### src/rtl/cctp_pkg.sv
package cctp_pkg;
  typedef enum logic [4:0] {
    G_WS, G_SIGN, G_ZERO, G_INT, G_DOT0, G_FRAC, G_EXP, G_EXPS, G_EXPD,
    G_HX, G_HINT, G_HDOT0, G_HFRAC, G_HP, G_HPS, G_HPD,
    G_I, G_IN, G_INF, G_INFI, G_INFIN, G_INFINI, G_INFINIT, G_INFINITY,
    G_N, G_NA, G_NAN, G_NANP, G_NANC, G_BAD
  } gstate_t;

  localparam logic [1:0] KIND_INT   = 2'd0;
  localparam logic [1:0] KIND_FLOAT = 2'd1;
  localparam logic [1:0] KIND_TEXT  = 2'd2;
  localparam logic [1:0] KIND_EMPTY = 2'd3;

  localparam logic [7:0] CH_LF    = 8'h0A;
  localparam logic [7:0] CH_QUOTE = 8'h22;
  localparam logic [7:0] CH_COMMA = 8'h2C;

  localparam logic [63:0] MAG_STEP_LIMIT = 64'd922337203685477580;
  localparam logic [63:0] MAG_NEG_MAX    = 64'h8000_0000_0000_0000;
  localparam logic [63:0] MAG_POS_MAX    = 64'h7FFF_FFFF_FFFF_FFFF;

  typedef struct packed {
    logic       valid;
    logic [5:0] column_index;
    logic       header_row;
    logic [15:0] cell_length;
    logic [1:0] cell_kind;
    logic       row_end;
    logic       column_ignored;
  } cell_t;

  function automatic gstate_t mant_begin(input logic [7:0] ch, input logic [7:0] lc,
                                         input logic dig);
    gstate_t r;
    r = G_BAD;
    if (ch == 8'h30) r = G_ZERO;
    else if (dig) r = G_INT;
    else if (ch == 8'h2E) r = G_DOT0;
    else if (lc == 8'h69) r = G_I;
    else if (lc == 8'h6E) r = G_N;
    return r;
  endfunction

  function automatic gstate_t gnext(input gstate_t g, input logic [7:0] ch);
    logic [7:0] lc;
    logic dig, hexd, sp, sgn, alnum;
    gstate_t nx;
    lc = (ch >= 8'h41 && ch <= 8'h5A) ? ch + 8'd32 : ch;
    dig = ch >= 8'h30 && ch <= 8'h39;
    hexd = dig || (lc >= 8'h61 && lc <= 8'h66);
    sp = ch == 8'h20 || (ch >= 8'd9 && ch <= 8'd13);
    sgn = ch == 8'h2B || ch == 8'h2D;
    alnum = dig || (lc >= 8'h61 && lc <= 8'h7A) || ch == 8'h5F;
    nx = G_BAD;
    case (g)
      G_WS: begin
        if (sp) nx = G_WS;
        else if (sgn) nx = G_SIGN;
        else nx = mant_begin(ch, lc, dig);
      end
      G_SIGN: nx = mant_begin(ch, lc, dig);
      G_ZERO, G_INT: begin
        if (dig) nx = G_INT;
        else if (ch == 8'h2E) nx = G_FRAC;
        else if (lc == 8'h65) nx = G_EXP;
        else if (g == G_ZERO && lc == 8'h78) nx = G_HX;
      end
      G_DOT0: if (dig) nx = G_FRAC;
      G_FRAC: begin
        if (dig) nx = G_FRAC;
        else if (lc == 8'h65) nx = G_EXP;
      end
      G_EXP: begin
        if (sgn) nx = G_EXPS;
        else if (dig) nx = G_EXPD;
      end
      G_EXPS, G_EXPD: if (dig) nx = G_EXPD;
      G_HX: begin
        if (hexd) nx = G_HINT;
        else if (ch == 8'h2E) nx = G_HDOT0;
      end
      G_HINT: begin
        if (hexd) nx = G_HINT;
        else if (ch == 8'h2E) nx = G_HFRAC;
        else if (lc == 8'h70) nx = G_HP;
      end
      G_HDOT0: if (hexd) nx = G_HFRAC;
      G_HFRAC: begin
        if (hexd) nx = G_HFRAC;
        else if (lc == 8'h70) nx = G_HP;
      end
      G_HP: begin
        if (sgn) nx = G_HPS;
        else if (dig) nx = G_HPD;
      end
      G_HPS, G_HPD: if (dig) nx = G_HPD;
      G_I: if (lc == 8'h6E) nx = G_IN;
      G_IN: if (lc == 8'h66) nx = G_INF;
      G_INF: if (lc == 8'h69) nx = G_INFI;
      G_INFI: if (lc == 8'h6E) nx = G_INFIN;
      G_INFIN: if (lc == 8'h69) nx = G_INFINI;
      G_INFINI: if (lc == 8'h74) nx = G_INFINIT;
      G_INFINIT: if (lc == 8'h79) nx = G_INFINITY;
      G_N: if (lc == 8'h61) nx = G_NA;
      G_NA: if (lc == 8'h6E) nx = G_NAN;
      G_NAN: if (ch == 8'h28) nx = G_NANP;
      G_NANP: begin
        if (alnum) nx = G_NANP;
        else if (ch == 8'h29) nx = G_NANC;
      end
      default: nx = G_BAD;
    endcase
    return nx;
  endfunction
endpackage

### src/rtl/cctp_ram.sv
module cctp_ram #(
  parameter int WIDTH = 18,
  parameter int DEPTH = 64
) (
  input  logic                     clk,
  input  logic                     we,
  input  logic [$clog2(DEPTH)-1:0] waddr,
  input  logic [WIDTH-1:0]         wdata,
  input  logic [$clog2(DEPTH)-1:0] raddr,
  output logic [WIDTH-1:0]         rdata
);
  logic [WIDTH-1:0] mem [DEPTH];

  always_ff @(posedge clk) begin
    if (we) mem[waddr] <= wdata;
    rdata <= mem[raddr];
  end
endmodule

### src/rtl/csv_column_type_profiler.sv
// CSV column profiler.
// The input channel takes one byte word per handshake together with the
// first_of_stream and last_of_stream flags. The output channel returns one
// word per closed cell: at a comma outside quotes, at LF, and at the end of a
// stream, so an input word yields zero, one or two output words.
// A cell passes a byte stage that parses and classifies it, a lookup stage
// that gets its column table entry from a memory, merges the cell and writes
// the table back, and a queue stage that puts the word into a four-entry
// output queue. The second cell of a word that closes two cells follows the
// first into the stages in the cycle after. Back-to-back cells of the same
// column are forwarded from the queue stage.
// One input word is taken per cycle while the receiver keeps up; a word that
// closes two cells holds the input while its second cell enters the stages.
// in_ready is low while the cells in the stages and the queue plus two more
// could overfill the four places of the queue, so a stalled receiver stops
// intake after a few cells, and nothing is lost.
// Reset and first_of_stream clear the per-column valid bits, so the column
// table needs no clearing pass.
module csv_column_type_profiler #(
  parameter int MAX_COLUMNS = 64,
  parameter int LENGTH_BITS = 16
) (
  input  logic        clk,
  input  logic        rst_n,
  input  logic        in_valid,
  output logic        in_ready,
  input  logic [7:0]  in_data_byte,
  input  logic        in_first_of_stream,
  input  logic        in_last_of_stream,
  output logic        out_valid,
  input  logic        out_ready,
  output logic [5:0]  out_column_index,
  output logic        out_header_row,
  output logic [15:0] out_cell_length,
  output logic [1:0]  out_cell_kind,
  output logic [15:0] out_column_width,
  output logic [1:0]  out_column_kind,
  output logic        out_row_end,
  output logic        out_column_ignored
);
  import cctp_pkg::*;

  localparam int CB = $clog2(MAX_COLUMNS + 1);
  localparam int AB = (MAX_COLUMNS > 1) ? $clog2(MAX_COLUMNS) : 1;
  localparam int LB = LENGTH_BITS;
  localparam logic [LB-1:0] LEN_MAX = {LB{1'b1}};
  localparam logic [CB-1:0] COL_MAX = CB'(MAX_COLUMNS);
  localparam int RW = LB + 2;

  typedef struct packed {
    logic          valid;
    logic [CB-1:0] col;
    logic          hdr;
    logic [LB-1:0] len;
    logic [1:0]    kind;
    logic          row_end;
    logic          ign;
  } ccell_t;

  logic quoting_r, quoting_nxt, qpend_r, qpend_nxt, in_hdr_r, in_hdr_nxt;
  logic [CB-1:0] col_r, col_nxt, hcols_r, hcols_nxt;
  gstate_t g_r, g_nxt;
  logic isp_r, isp_nxt;
  logic [LB-1:0] raw_r, raw_nxt, trim_r, trim_nxt;
  logic [63:0] mag_r, mag_nxt;
  logic ovf_r, ovf_nxt, neg_r, neg_nxt;
  logic [MAX_COLUMNS-1:0] vld_r;

  logic held_r, held_nxt;
  ccell_t held_cell_r, held_cell_nxt;
  ccell_t s1_r, s1_nxt, s2_r;
  logic [LB-1:0] s2_w_r;
  logic [1:0] s2_k_r;

  ccell_t q_r [4];
  logic [LB-1:0] qw_r [4];
  logic [1:0] qk_r [4];
  logic [2:0] qcnt_r;
  logic [1:0] q_rd_r, q_wr_r;

  logic acc;
  logic pop;
  logic [7:0] ch;
  ccell_t c0, c1;

  function automatic logic [1:0] classify(input gstate_t g, input logic [LB-1:0] raw,
                                          input logic [63:0] mag, input logic ovf,
                                          input logic neg);
    logic [1:0] k;
    if (raw == '0) k = KIND_EMPTY;
    else if ((g == G_ZERO || g == G_INT) && !ovf &&
             mag <= (neg ? MAG_NEG_MAX : MAG_POS_MAX)) k = KIND_INT;
    else if (g == G_ZERO || g == G_INT || g == G_FRAC || g == G_EXPD ||
             g == G_HINT || g == G_HFRAC || g == G_HPD || g == G_INF ||
             g == G_INFINITY || g == G_NAN || g == G_NANC) k = KIND_FLOAT;
    else k = KIND_TEXT;
    return k;
  endfunction

  assign pop = out_valid && out_ready;

  // Space for the worst case in flight: two stages and the queue, plus two new cells.
  logic [2:0] inflight;
  assign inflight = qcnt_r + 3'(s1_r.valid) + 3'(s2_r.valid);
  assign in_ready = !held_r && (inflight <= 3'd2 || (inflight == 3'd3 && pop));
  assign acc = in_valid && in_ready;
  assign ch = in_data_byte;

  always_comb begin
    logic q0, q1, qp, ih, consumed, blank, take, spfeed, close0, close1;
    logic [CB-1:0] col, hc, limit;
    gstate_t g, gn;
    logic isp, ovf, neg;
    logic [LB-1:0] raw, trim;
    logic [63:0] mag, m10;
    logic [7:0] fch;
    quoting_nxt = quoting_r; qpend_nxt = qpend_r; in_hdr_nxt = in_hdr_r;
    col_nxt = col_r; hcols_nxt = hcols_r; g_nxt = g_r; isp_nxt = isp_r;
    raw_nxt = raw_r; trim_nxt = trim_r; mag_nxt = mag_r; ovf_nxt = ovf_r;
    neg_nxt = neg_r;
    held_nxt = held_r; held_cell_nxt = held_cell_r;
    c0 = '0; c1 = '0;
    q0 = quoting_r; qp = qpend_r; ih = in_hdr_r; col = col_r; hc = hcols_r;
    g = g_r; isp = isp_r; raw = raw_r; trim = trim_r; mag = mag_r;
    ovf = ovf_r; neg = neg_r;
    consumed = 1'b0; take = 1'b0; close0 = 1'b0; close1 = 1'b0; blank = 1'b0;
    q1 = q0; gn = g; spfeed = 1'b0; fch = ch; m10 = '0; limit = '0;
    if (held_r) begin
      held_nxt = 1'b0;
    end
    if (acc) begin
      if (in_first_of_stream) begin
        q0 = 1'b0; qp = 1'b0; ih = 1'b1; col = '0; hc = '0;
        g = G_WS; isp = 1'b0; raw = '0; trim = '0; mag = '0; ovf = 1'b0; neg = 1'b0;
      end
      q1 = q0;
      if (qp) begin
        qp = 1'b0;
        if (ch == CH_QUOTE) begin
          take = 1'b1; consumed = 1'b1;
        end else begin
          q1 = 1'b0;
        end
      end
      if (!consumed) begin
        if (ch == CH_LF) begin
          q1 = 1'b0; close0 = 1'b1;
        end else if (ch == CH_QUOTE) begin
          if (q1) qp = 1'b1;
          else q1 = 1'b1;
        end else if (ch == CH_COMMA && !q1) begin
          close0 = 1'b1;
        end else begin
          take = 1'b1;
        end
      end
      if (take) begin
        blank = ch == 8'h20 || ch == 8'h09 || ch == 8'h0D || ch == CH_LF;
        if (raw == '0 && blank) begin
        end else begin
          raw = (raw < LEN_MAX) ? raw + 1'b1 : raw;
          if (blank) begin
            isp = 1'b1;
          end else begin
            trim = raw;
            // An interior blank run drives the grammar with one space,
            // which only ever leaves G_WS in place or reaches G_BAD.
            spfeed = isp;
            isp = 1'b0;
            if (spfeed) gn = gnext(g, 8'h20);
            else gn = g;
            if (gn == G_WS && (ch == 8'h2B || ch == 8'h2D)) neg = (ch == 8'h2D);
            g = gnext(gn, fch);
            if ((g == G_ZERO || g == G_INT) && !ovf) begin
              if (mag > MAG_STEP_LIMIT) begin
                ovf = 1'b1;
              end else begin
                m10 = (mag << 3) + (mag << 1) + 64'(ch - 8'h30);
                mag = m10;
                if (m10 > MAG_NEG_MAX) ovf = 1'b1;
              end
            end
          end
        end
      end
      if (close0) begin
        limit = ih ? COL_MAX : hc;
        c0.valid = 1'b1; c0.col = col; c0.hdr = ih; c0.len = trim;
        c0.kind = classify(g, raw, mag, ovf, neg);
        c0.row_end = (ch == CH_LF); c0.ign = (col >= limit) || (col >= COL_MAX);
        if (ch == CH_LF) begin
          if (ih) begin
            hc = (col < COL_MAX) ? col + 1'b1 : COL_MAX; ih = 1'b0;
          end
          col = '0;
        end else begin
          col = (col < COL_MAX) ? col + 1'b1 : COL_MAX;
        end
        g = G_WS; isp = 1'b0; raw = '0; trim = '0; mag = '0; ovf = 1'b0; neg = 1'b0;
      end
      if (in_last_of_stream && ch != CH_LF) begin
        q1 = 1'b0; qp = 1'b0; close1 = 1'b1;
        limit = ih ? COL_MAX : hc;
        c1.valid = 1'b1; c1.col = col; c1.hdr = ih; c1.len = trim;
        c1.kind = classify(g, raw, mag, ovf, neg);
        c1.row_end = 1'b1; c1.ign = (col >= limit) || (col >= COL_MAX);
        if (ih) begin
          hc = (col < COL_MAX) ? col + 1'b1 : COL_MAX; ih = 1'b0;
        end
        col = '0;
        g = G_WS; isp = 1'b0; raw = '0; trim = '0; mag = '0; ovf = 1'b0; neg = 1'b0;
      end
      quoting_nxt = q1; qpend_nxt = qp; in_hdr_nxt = ih; col_nxt = col;
      hcols_nxt = hc; g_nxt = g; isp_nxt = isp; raw_nxt = raw; trim_nxt = trim;
      mag_nxt = mag; ovf_nxt = ovf; neg_nxt = neg;
      if (close0 && close1) begin
        held_nxt = 1'b1; held_cell_nxt = c1;
      end
    end
    if (held_r) s1_nxt = held_cell_r;
    else if (close0) s1_nxt = c0;
    else if (close1) s1_nxt = c1;
    else s1_nxt = '0;
  end

  // Table entry: width and kind. An entry without its valid bit reads as zero.
  logic [RW-1:0] rd_data, wr_data;
  logic wr_en;
  logic [AB-1:0] wr_addr;
  logic [LB-1:0] base_w, new_w;
  logic [1:0] base_k, new_k;
  logic fwd;

  cctp_ram #(.WIDTH(RW), .DEPTH(MAX_COLUMNS)) u_table (
    .clk   (clk),
    .we    (wr_en),
    .waddr (wr_addr),
    .wdata (wr_data),
    .raddr (s1_nxt.col[AB-1:0]),
    .rdata (rd_data)
  );

  always_comb begin
    fwd = s2_r.valid && !s2_r.ign && s2_r.col == s1_r.col;
    if (s1_r.hdr) begin
      base_w = '0; base_k = KIND_INT;
    end else if (fwd) begin
      base_w = s2_w_r; base_k = s2_k_r;
    end else if (vld_r[s1_r.col[AB-1:0]]) begin
      base_w = rd_data[LB+1:2]; base_k = rd_data[1:0];
    end else begin
      base_w = '0; base_k = KIND_INT;
    end
    new_w = base_w; new_k = base_k;
    if (!s1_r.hdr && s1_r.kind != KIND_EMPTY) begin
      if (s1_r.len > base_w) new_w = s1_r.len;
      if (s1_r.kind > base_k) new_k = s1_r.kind;
    end
    wr_en = s1_r.valid && !s1_r.ign && !s1_r.hdr && s1_r.kind != KIND_EMPTY;
    wr_addr = s1_r.col[AB-1:0];
    wr_data = {new_w, new_k};
  end

  always_ff @(posedge clk) begin
    if (!rst_n) begin
      quoting_r <= 1'b0; qpend_r <= 1'b0; in_hdr_r <= 1'b1;
      col_r <= '0; hcols_r <= '0; g_r <= G_WS; isp_r <= 1'b0;
      raw_r <= '0; trim_r <= '0; mag_r <= '0; ovf_r <= 1'b0; neg_r <= 1'b0;
      vld_r <= '0; held_r <= 1'b0; s1_r <= '0; s2_r <= '0;
      qcnt_r <= '0; q_rd_r <= '0; q_wr_r <= '0;
    end else begin
      quoting_r <= quoting_nxt; qpend_r <= qpend_nxt; in_hdr_r <= in_hdr_nxt;
      col_r <= col_nxt; hcols_r <= hcols_nxt; g_r <= g_nxt; isp_r <= isp_nxt;
      raw_r <= raw_nxt; trim_r <= trim_nxt; mag_r <= mag_nxt; ovf_r <= ovf_nxt;
      neg_r <= neg_nxt; held_r <= held_nxt;
      s1_r <= s1_nxt; s2_r <= s1_r;
      if (acc && in_first_of_stream) vld_r <= '0;
      else if (wr_en) vld_r[wr_addr] <= 1'b1;
      if (s2_r.valid) begin
        q_r[q_wr_r] <= s2_r;
        q_wr_r <= q_wr_r + 2'd1;
      end
      if (pop) q_rd_r <= q_rd_r + 2'd1;
      qcnt_r <= qcnt_r + 3'(s2_r.valid) - 3'(pop);
    end
    held_cell_r <= held_cell_nxt;
    if (s1_r.valid) begin
      s2_w_r <= s1_r.ign ? '0 : new_w;
      s2_k_r <= s1_r.ign ? KIND_INT : new_k;
    end
    if (s2_r.valid) begin
      qw_r[q_wr_r] <= s2_w_r;
      qk_r[q_wr_r] <= s2_k_r;
    end
  end

  assign out_valid          = qcnt_r != 3'd0;
  assign out_column_index   = 6'(q_r[q_rd_r].col);
  assign out_header_row     = q_r[q_rd_r].hdr;
  assign out_cell_length    = 16'(q_r[q_rd_r].len);
  assign out_cell_kind      = q_r[q_rd_r].kind;
  assign out_column_width   = 16'(qw_r[q_rd_r]);
  assign out_column_kind    = qk_r[q_rd_r];
  assign out_row_end        = q_r[q_rd_r].row_end;
  assign out_column_ignored = q_r[q_rd_r].ign;
endmodule

### config.mk
export PLATFORM = sky130hd
export DESIGN_NAME = csv_column_type_profiler
export DESIGN_NICKNAME = d
export VERILOG_FILES = /design/src/rtl/cctp_pkg.sv /design/src/rtl/cctp_ram.sv /design/src/rtl/csv_column_type_profiler.sv
export SDC_FILE = /design/constraint.sdc
export NUM_CORES = 2
export LEC_CHECK = 0
export BUFFER_PORTS_ARGS = -buffer_cell sky130_fd_sc_hd__buf_4
export CORE_MARGIN = 10
export CORE_UTILIZATION = 50
export CTS_CLUSTER_SIZE = 8
export DETAILED_ROUTE_END_ITERATION = 12
export PLACE_DENSITY_LB_ADDON = 0.1
export SLEW_MARGIN = 20
export SYNTH_ARGS = -nofsm -noshare
export SYNTH_HDL_FRONTEND = slang
export SYNTH_SLANG_ARGS = --single-unit
export TNS_END_PERCENT = 30
### constraint.sdc
create_clock -name clk -period 13.4 [get_ports clk]
set_clock_uncertainty 0.1 [all_clocks]
set_input_delay 0.67 -clock clk [delete_from_list [all_inputs] [get_ports clk]]
set_output_delay 0.67 -clock clk [all_outputs]
set_load 0.03 [all_outputs]
After elaboration in Yosys (flattened, before gate mapping) --
Memories as Yosys holds them, arrays and structs flattened. A register that Yosys moved wholly into a read port is not among the register bits. Cells that the tools add are included.
Word-level totals: register bits after elaboration 298, RAM bits 1340, input bits 14, output and inout bits 47, logic and storage cells 451, memories kept 4
Operators by class: add/subtract/negate cells 13, order comparisons 25, equality and inequality tests 76, muxes and demuxes 211, bitwise operators 2, reduce and logical (&&, ||, !) cells 80
Memories:
- u_table.mem | words 64, bits a word 18, rd ports 1, clocked after memory_dff 1, write ports 1, RTL line cctp_ram.sv:12 | logic [WIDTH-1:0] mem [DEPTH];
- q_r | words 4, bits a word 29, rd ports 1, clocked after memory_dff 1, write ports 1, RTL line csv_column_type_profiler.sv:75 | ccell_t q_r [4];
- qw_r | words 4, bits a word 16, rd ports 1, clocked after memory_dff 1, write ports 1, RTL line csv_column_type_profiler.sv:76 | logic [LB-1:0] qw_r [4];
- qk_r | words 4, bits a word 2, rd ports 1, clocked after memory_dff 1, write ports 1, RTL line csv_column_type_profiler.sv:77 | logic [1:0] qk_r [4];
Operators by type and width (count):
- 64-bit two-way mux | 13
- 16-bit two-way mux | 21
- 5-bit two-way mux | 42
- 29-bit two-way mux | 7
- 64-bit adder | 2
- 64-bit <= comparator | 2
- 7-bit two-way mux | 18
- 5-bit one-hot mux with 24 select lines | 1
- 5-bit equality test (second input constant) | 19
- 5-bit by 4-bit equality test with 1-bit output (second input constant) | 16
- 8-bit by 7-bit equality test with 1-bit output (second input constant) | 10
- 1-bit two-way mux | 76
- 8-bit by 6-bit equality test with 1-bit output (second input constant) | 9
- 64-bit by 60-bit > comparator with 1-bit output (second input constant) | 1
- 64-bit > comparator (second input constant) | 1
- 64-bit OR | 1
- 16-bit zero test | 3
- 5-bit by 2-bit equality test with 1-bit output (second input constant) | 8
- 2-bit two-way mux | 17
- 1-bit logical OR | 32
- 4-bit two-way mux | 8
- 5-bit by 3-bit equality test with 1-bit output (second input constant) | 6
- 1-bit logical AND | 28
- 8-bit by 4-bit equality test with 1-bit output (second input constant) | 3
- 37 further kinds | 63

Logic depth before layout (Yosys ltp) --
word-level depth 55, mapped depth 36, gate-level depth less buffers 31

Modules after synthesis --
From an unflattened synthesis, not the netlist that was laid out.
Second synthesis, totals: cell total of the unflattened synthesis 5599, area total of the unflattened synthesis 77608.2 um^2
Modules (own cells, without submodules):
- cctp_ram | times used 1, cells an instance 2069, area each 44958.1 um^2
- csv_column_type_profiler | times used 1, cells an instance 3530, area each 32650.1 um^2

Least setup slack after synthesis --
No wires, ideal clock.
path kind input to register, from in in_data_byte[4], to reg held_cell_r[2] in the netlist's numbering, data pin, arrival 11.345 ns, data required time 13.035 ns, setup slack 1.690 ns, stages 28, cells stage by stage ha_1 -> nor3_1 -> fa_1 -> ha_1 -> clkbuf_1 -> nand4_1 -> or4_1 -> clkbuf_1 -> or4_1 -> a21oi_1 -> or3_1 -> clkbuf_1 -> a41oi_1 -> mux2_2 -> and2_1 -> ha_1 -> nor2b_1 -> o21ai_0 -> nand2b_1 -> a21oi_1 -> nor2b_1 -> o21ai_0 -> nand2b_1 -> a21oi_1 -> o21ai_0 -> o22ai_1 -> and2_1 -> a21oi_1
On the way: word-level cells in the longest chain between the ends 37, elaborated cells between the ends (all ways) 184, classes of those cells add/sub: 3; order compare: 11; eq/ne: 36; mux: 99; reduce/logical: 35
Ends and longest elaborated chain:
- start: declaration | RTL line csv_column_type_profiler.sv:27 | input logic [7:0] in_data_byte,
- branches (longest 36 deep; another with 8-bit by 7-bit >= comparator with 1-bit output)
- 29-bit two-way mux * | RTL line csv_column_type_profiler.sv:201 | if (in_last_of_stream && ch != CH_LF) begin
- end signal: assignment | RTL line csv_column_type_profiler.sv:286 | held_cell_r <= held_cell_nxt;
- end: declaration | RTL line csv_column_type_profiler.sv:70 | ccell_t held_cell_r, held_cell_nxt;
Mark *: on every way between the ends. The select of a mux whose other input is x is not followed. A chain may end at the register's enable or synchronous reset.

Final worst setup path --
Same ends and word-level chain as after synthesis.

==> impl_metrics.toml <==
[status]
status = "finished, final reports clean"

[cts]
clk_latency_ps = 860
cts.hold.buffers_added = 0
cts_buffers = 225
root_buffer = "clkbuf_16"
cts_max_path_buffers = 3
clk_pin_slew_ps = 60
cts_sinks = 1649
htreeDepth = 4
cts_tree = "built"
cts_setup_buffers = 0
ctsResizeCount = 0

[setup_path]
arrival_ps = 8620
crit_top_cell = "a21oi_1"
cp-start-kind = "primary input"
required_ps = 13870
critPathSlowestCell = "o31ai_1"
worstSetupEndpointType = "register"
crit_type = "primary input to register"
rr_worst_depth = 24
cp-startpoint = "in_data_byte[4]"
worstPathMaxFanout = 49
worstReg2RegStart = "isp_r"
critPathMaxStageDelay_ps = 790

[die]
start_util = 0.5042
fp.coreArea_um2 = 156600
ioPinCount = 61
die_h_um = 417.4
dieWidth_um = 417.4
num_rows = 145
dieArea_um2 = 174200

[pwr]
p_int_uw = 9018
leakagePower_uw = 0.03234
comb_power_share = 0.070
seqPwrFrac = 0.485
switchingPower_uw = 2722
ir_worst_vdd_mv = 0.1390
switching_share = 0.2319
report.power.total_uw = 11740
powerDensity_nw_per_um2 = 132.9
clockPowerShare = 0.446

[logic_synthesis]
synth_cells = 7007
mappedNetlistArea_um2 = 78940
ys_ff_latch = 1649
netlist.area_leader.share = 0.5242
yosys_warnings = 0
ys_seq_area_frac = 0.5929
synth_edf_count = 1378
synth.most_common_cell = "nand2_1"
synth_area_leaders = "edfxtp_1, dfxtp_1, nand2_1, ha_1, a311oi_1"
ys_types = 88
synthArstFlopShare = 0
synthTopCellsByCount = "nand2_1, edfxtp_1, clkbuf_1"
synth_nets = 7326
yosysTopAreaCell = "edfxtp_1"
avgSynthCellArea_um2 = 11.27
synth_ff_type = "edfxtp_1"

[timing]
final-setup-viol-count = 0
drv_slew = 0
period_needed_ps = 8153
rsz0062_at_grt = "no"
fin_setup_tns_ps = 0
finalCritPeriodShare = 0.6084
max_slew.worst_pin.slew_ps = 1035
hold_viol = 0
maxSlewHeadroom = 0.3060
fmax_mhz = 122.7

[place]
port_buffers = 60
gp_congestion = 0.9037
hpwl_um = 138500

[global_route]
overflow = 0
grt_max_degree = 147
grt_first_pass_wirelength_um = 343200
grt_pass1_vias = 53914
grt_use_total = 0.2538
antenna_found_initial = 10

[layout]
syn_to_final_growth_pct = 11.91
drive_gt1_frac = 0.09198
fill_cells = 13106
finish.net_count = 7293

[route]
routedWlPerCell_um = 24.68
wl_um = 226600
drc = 0
viasPerCell = 6.089
drt_first_iter_violations = 5378
num_vias = 55906
dr.pass1.iters = 5
ant_nets = 0

[min_path]
worstHoldPathType = "primary input to register"
holdCritStartpoint = "in_last_of_stream"
min_delay_path_depth = 4

[job]
maxCapViolCount = 0
critical path: cells and delay by family:
family | cells | cell delay [ps]
adders and majority gates | 4 | 1580
and+or+nand+nor | 9 | 1750
AOI/OAI and AO/OA | 14 | 3590
buffers and inverters | 2 | 950
power groups by stage:
stage	Sequential [uW]	Clock, uW	Combinational (uW)
floorplan	5730	0	559
global placement	5790	0	814
detailed placement	5790	0	822
CTS	5690	5310	825
global route	5690	5520	882
finish	5690	5230	821
through the flow:
stage	std cells	setup WS [ps]	instance area, um^2	utilization	hold slack, ps
3_5_place_dp	8805	4221	81820	0.5226	341.6
3_3_place_gp	8805	4342	81800	0.5225	347.2
2_1_floorplan	7007	1690	78940	-	311.9
5_1_grt	9179	4663	88340	0.5642	163.9
6_report	9181	5247	88340	0.5642	162.1
4_1_cts	9179	5077	88300	0.5639	103.3
final cells by class:
type / instances / area, um^2 / area share
flip-flops and latches: 1649 / 46810 / 0.5299
multi-input cells: 4819 / 30560 / 0.3460
well taps: 2058 / 2575 / 0.02915
clock inverters: 13 / 275.3 / 0.003116
repair buffers: 197 / 1604 / 0.01816
inverters: 82 / 307.8 / 0.003484
diodes: 2 / 5.005 / 0.00005665
clock buffers: 361 / 6202 / 0.07021
kinds of logic after synthesis:
kind of cell / count (synthesis) / synth area share
multiplexers: 100 / 0.02059
AO/OA/AOI/OAI: 1380 / 0.1208
XOR/XNOR: 78 / 0.008654
flip-flops: 1649 / 0.5929
AND/OR/NAND/NOR: 2956 / 0.1769
buffers and inverters: 539 / 0.02588
adder cells (fa/ha/maj): 305 / 0.05433
layer usage:
metal	global-route usage	up-vias	share of wire
met5	0	-	0.00010
met4	0.08599	4	0.034
met3	0.03424	396	0.061
met2	0.4201	1852	0.48
met1	0.3445	27690	0.42
li1	-	25964	-
worst paths after layout:
kind                          to  slack, ps
setup / recovery  held_cell_r[2]       5250
setup reg to reg  held_cell_r[2]       5970
hold / removal           qpend_r        160
hold reg to reg         vld_r[2]        360
layout by cell type (no fill, tap or decap), types with 33 or more instances in the layout:
cell,synthesis,layout
nand3_1,358,358
a311oi_1,224,224
a211oi_1,75,75
fa_1,63,63
a31oi_1,88,87
clkbuf_1,419,131
nor3_1,54,51
o21ai_0,179,175
xnor2_1,54,54
edfxtp_1,1378,1378
ha_1,242,242
nand2b_1,33,33
nor2_1,286,220
a21oi_1,294,294
mux4_2,46,46
a21o_1,63,63
nor2_2,0,43
inv_1,81,80
nand4_1,76,76
and3_1,182,182
nand2_1,1408,1407
nor2b_1,244,243
dfxtp_1,271,269
a22oi_1,152,150
clkbuf_16,0,226
mux2_2,39,39
buf_4,0,187
and2_1,167,167
o21a_1,85,85
sequential cells by signal (all words and copies together) (netlist names), 16 cells and up, named ones only:
register       cells
held_cell_r       28
mag_r             64
q_r              108
qw_r              64
raw_r             16
s1_r              29
s2_r              29
s2_w_r            16
trim_r            16
u_table.mem     1152
u_table.rdata     18
vld_r             64
Note: power is estimated with default switching activity, not from simulation.
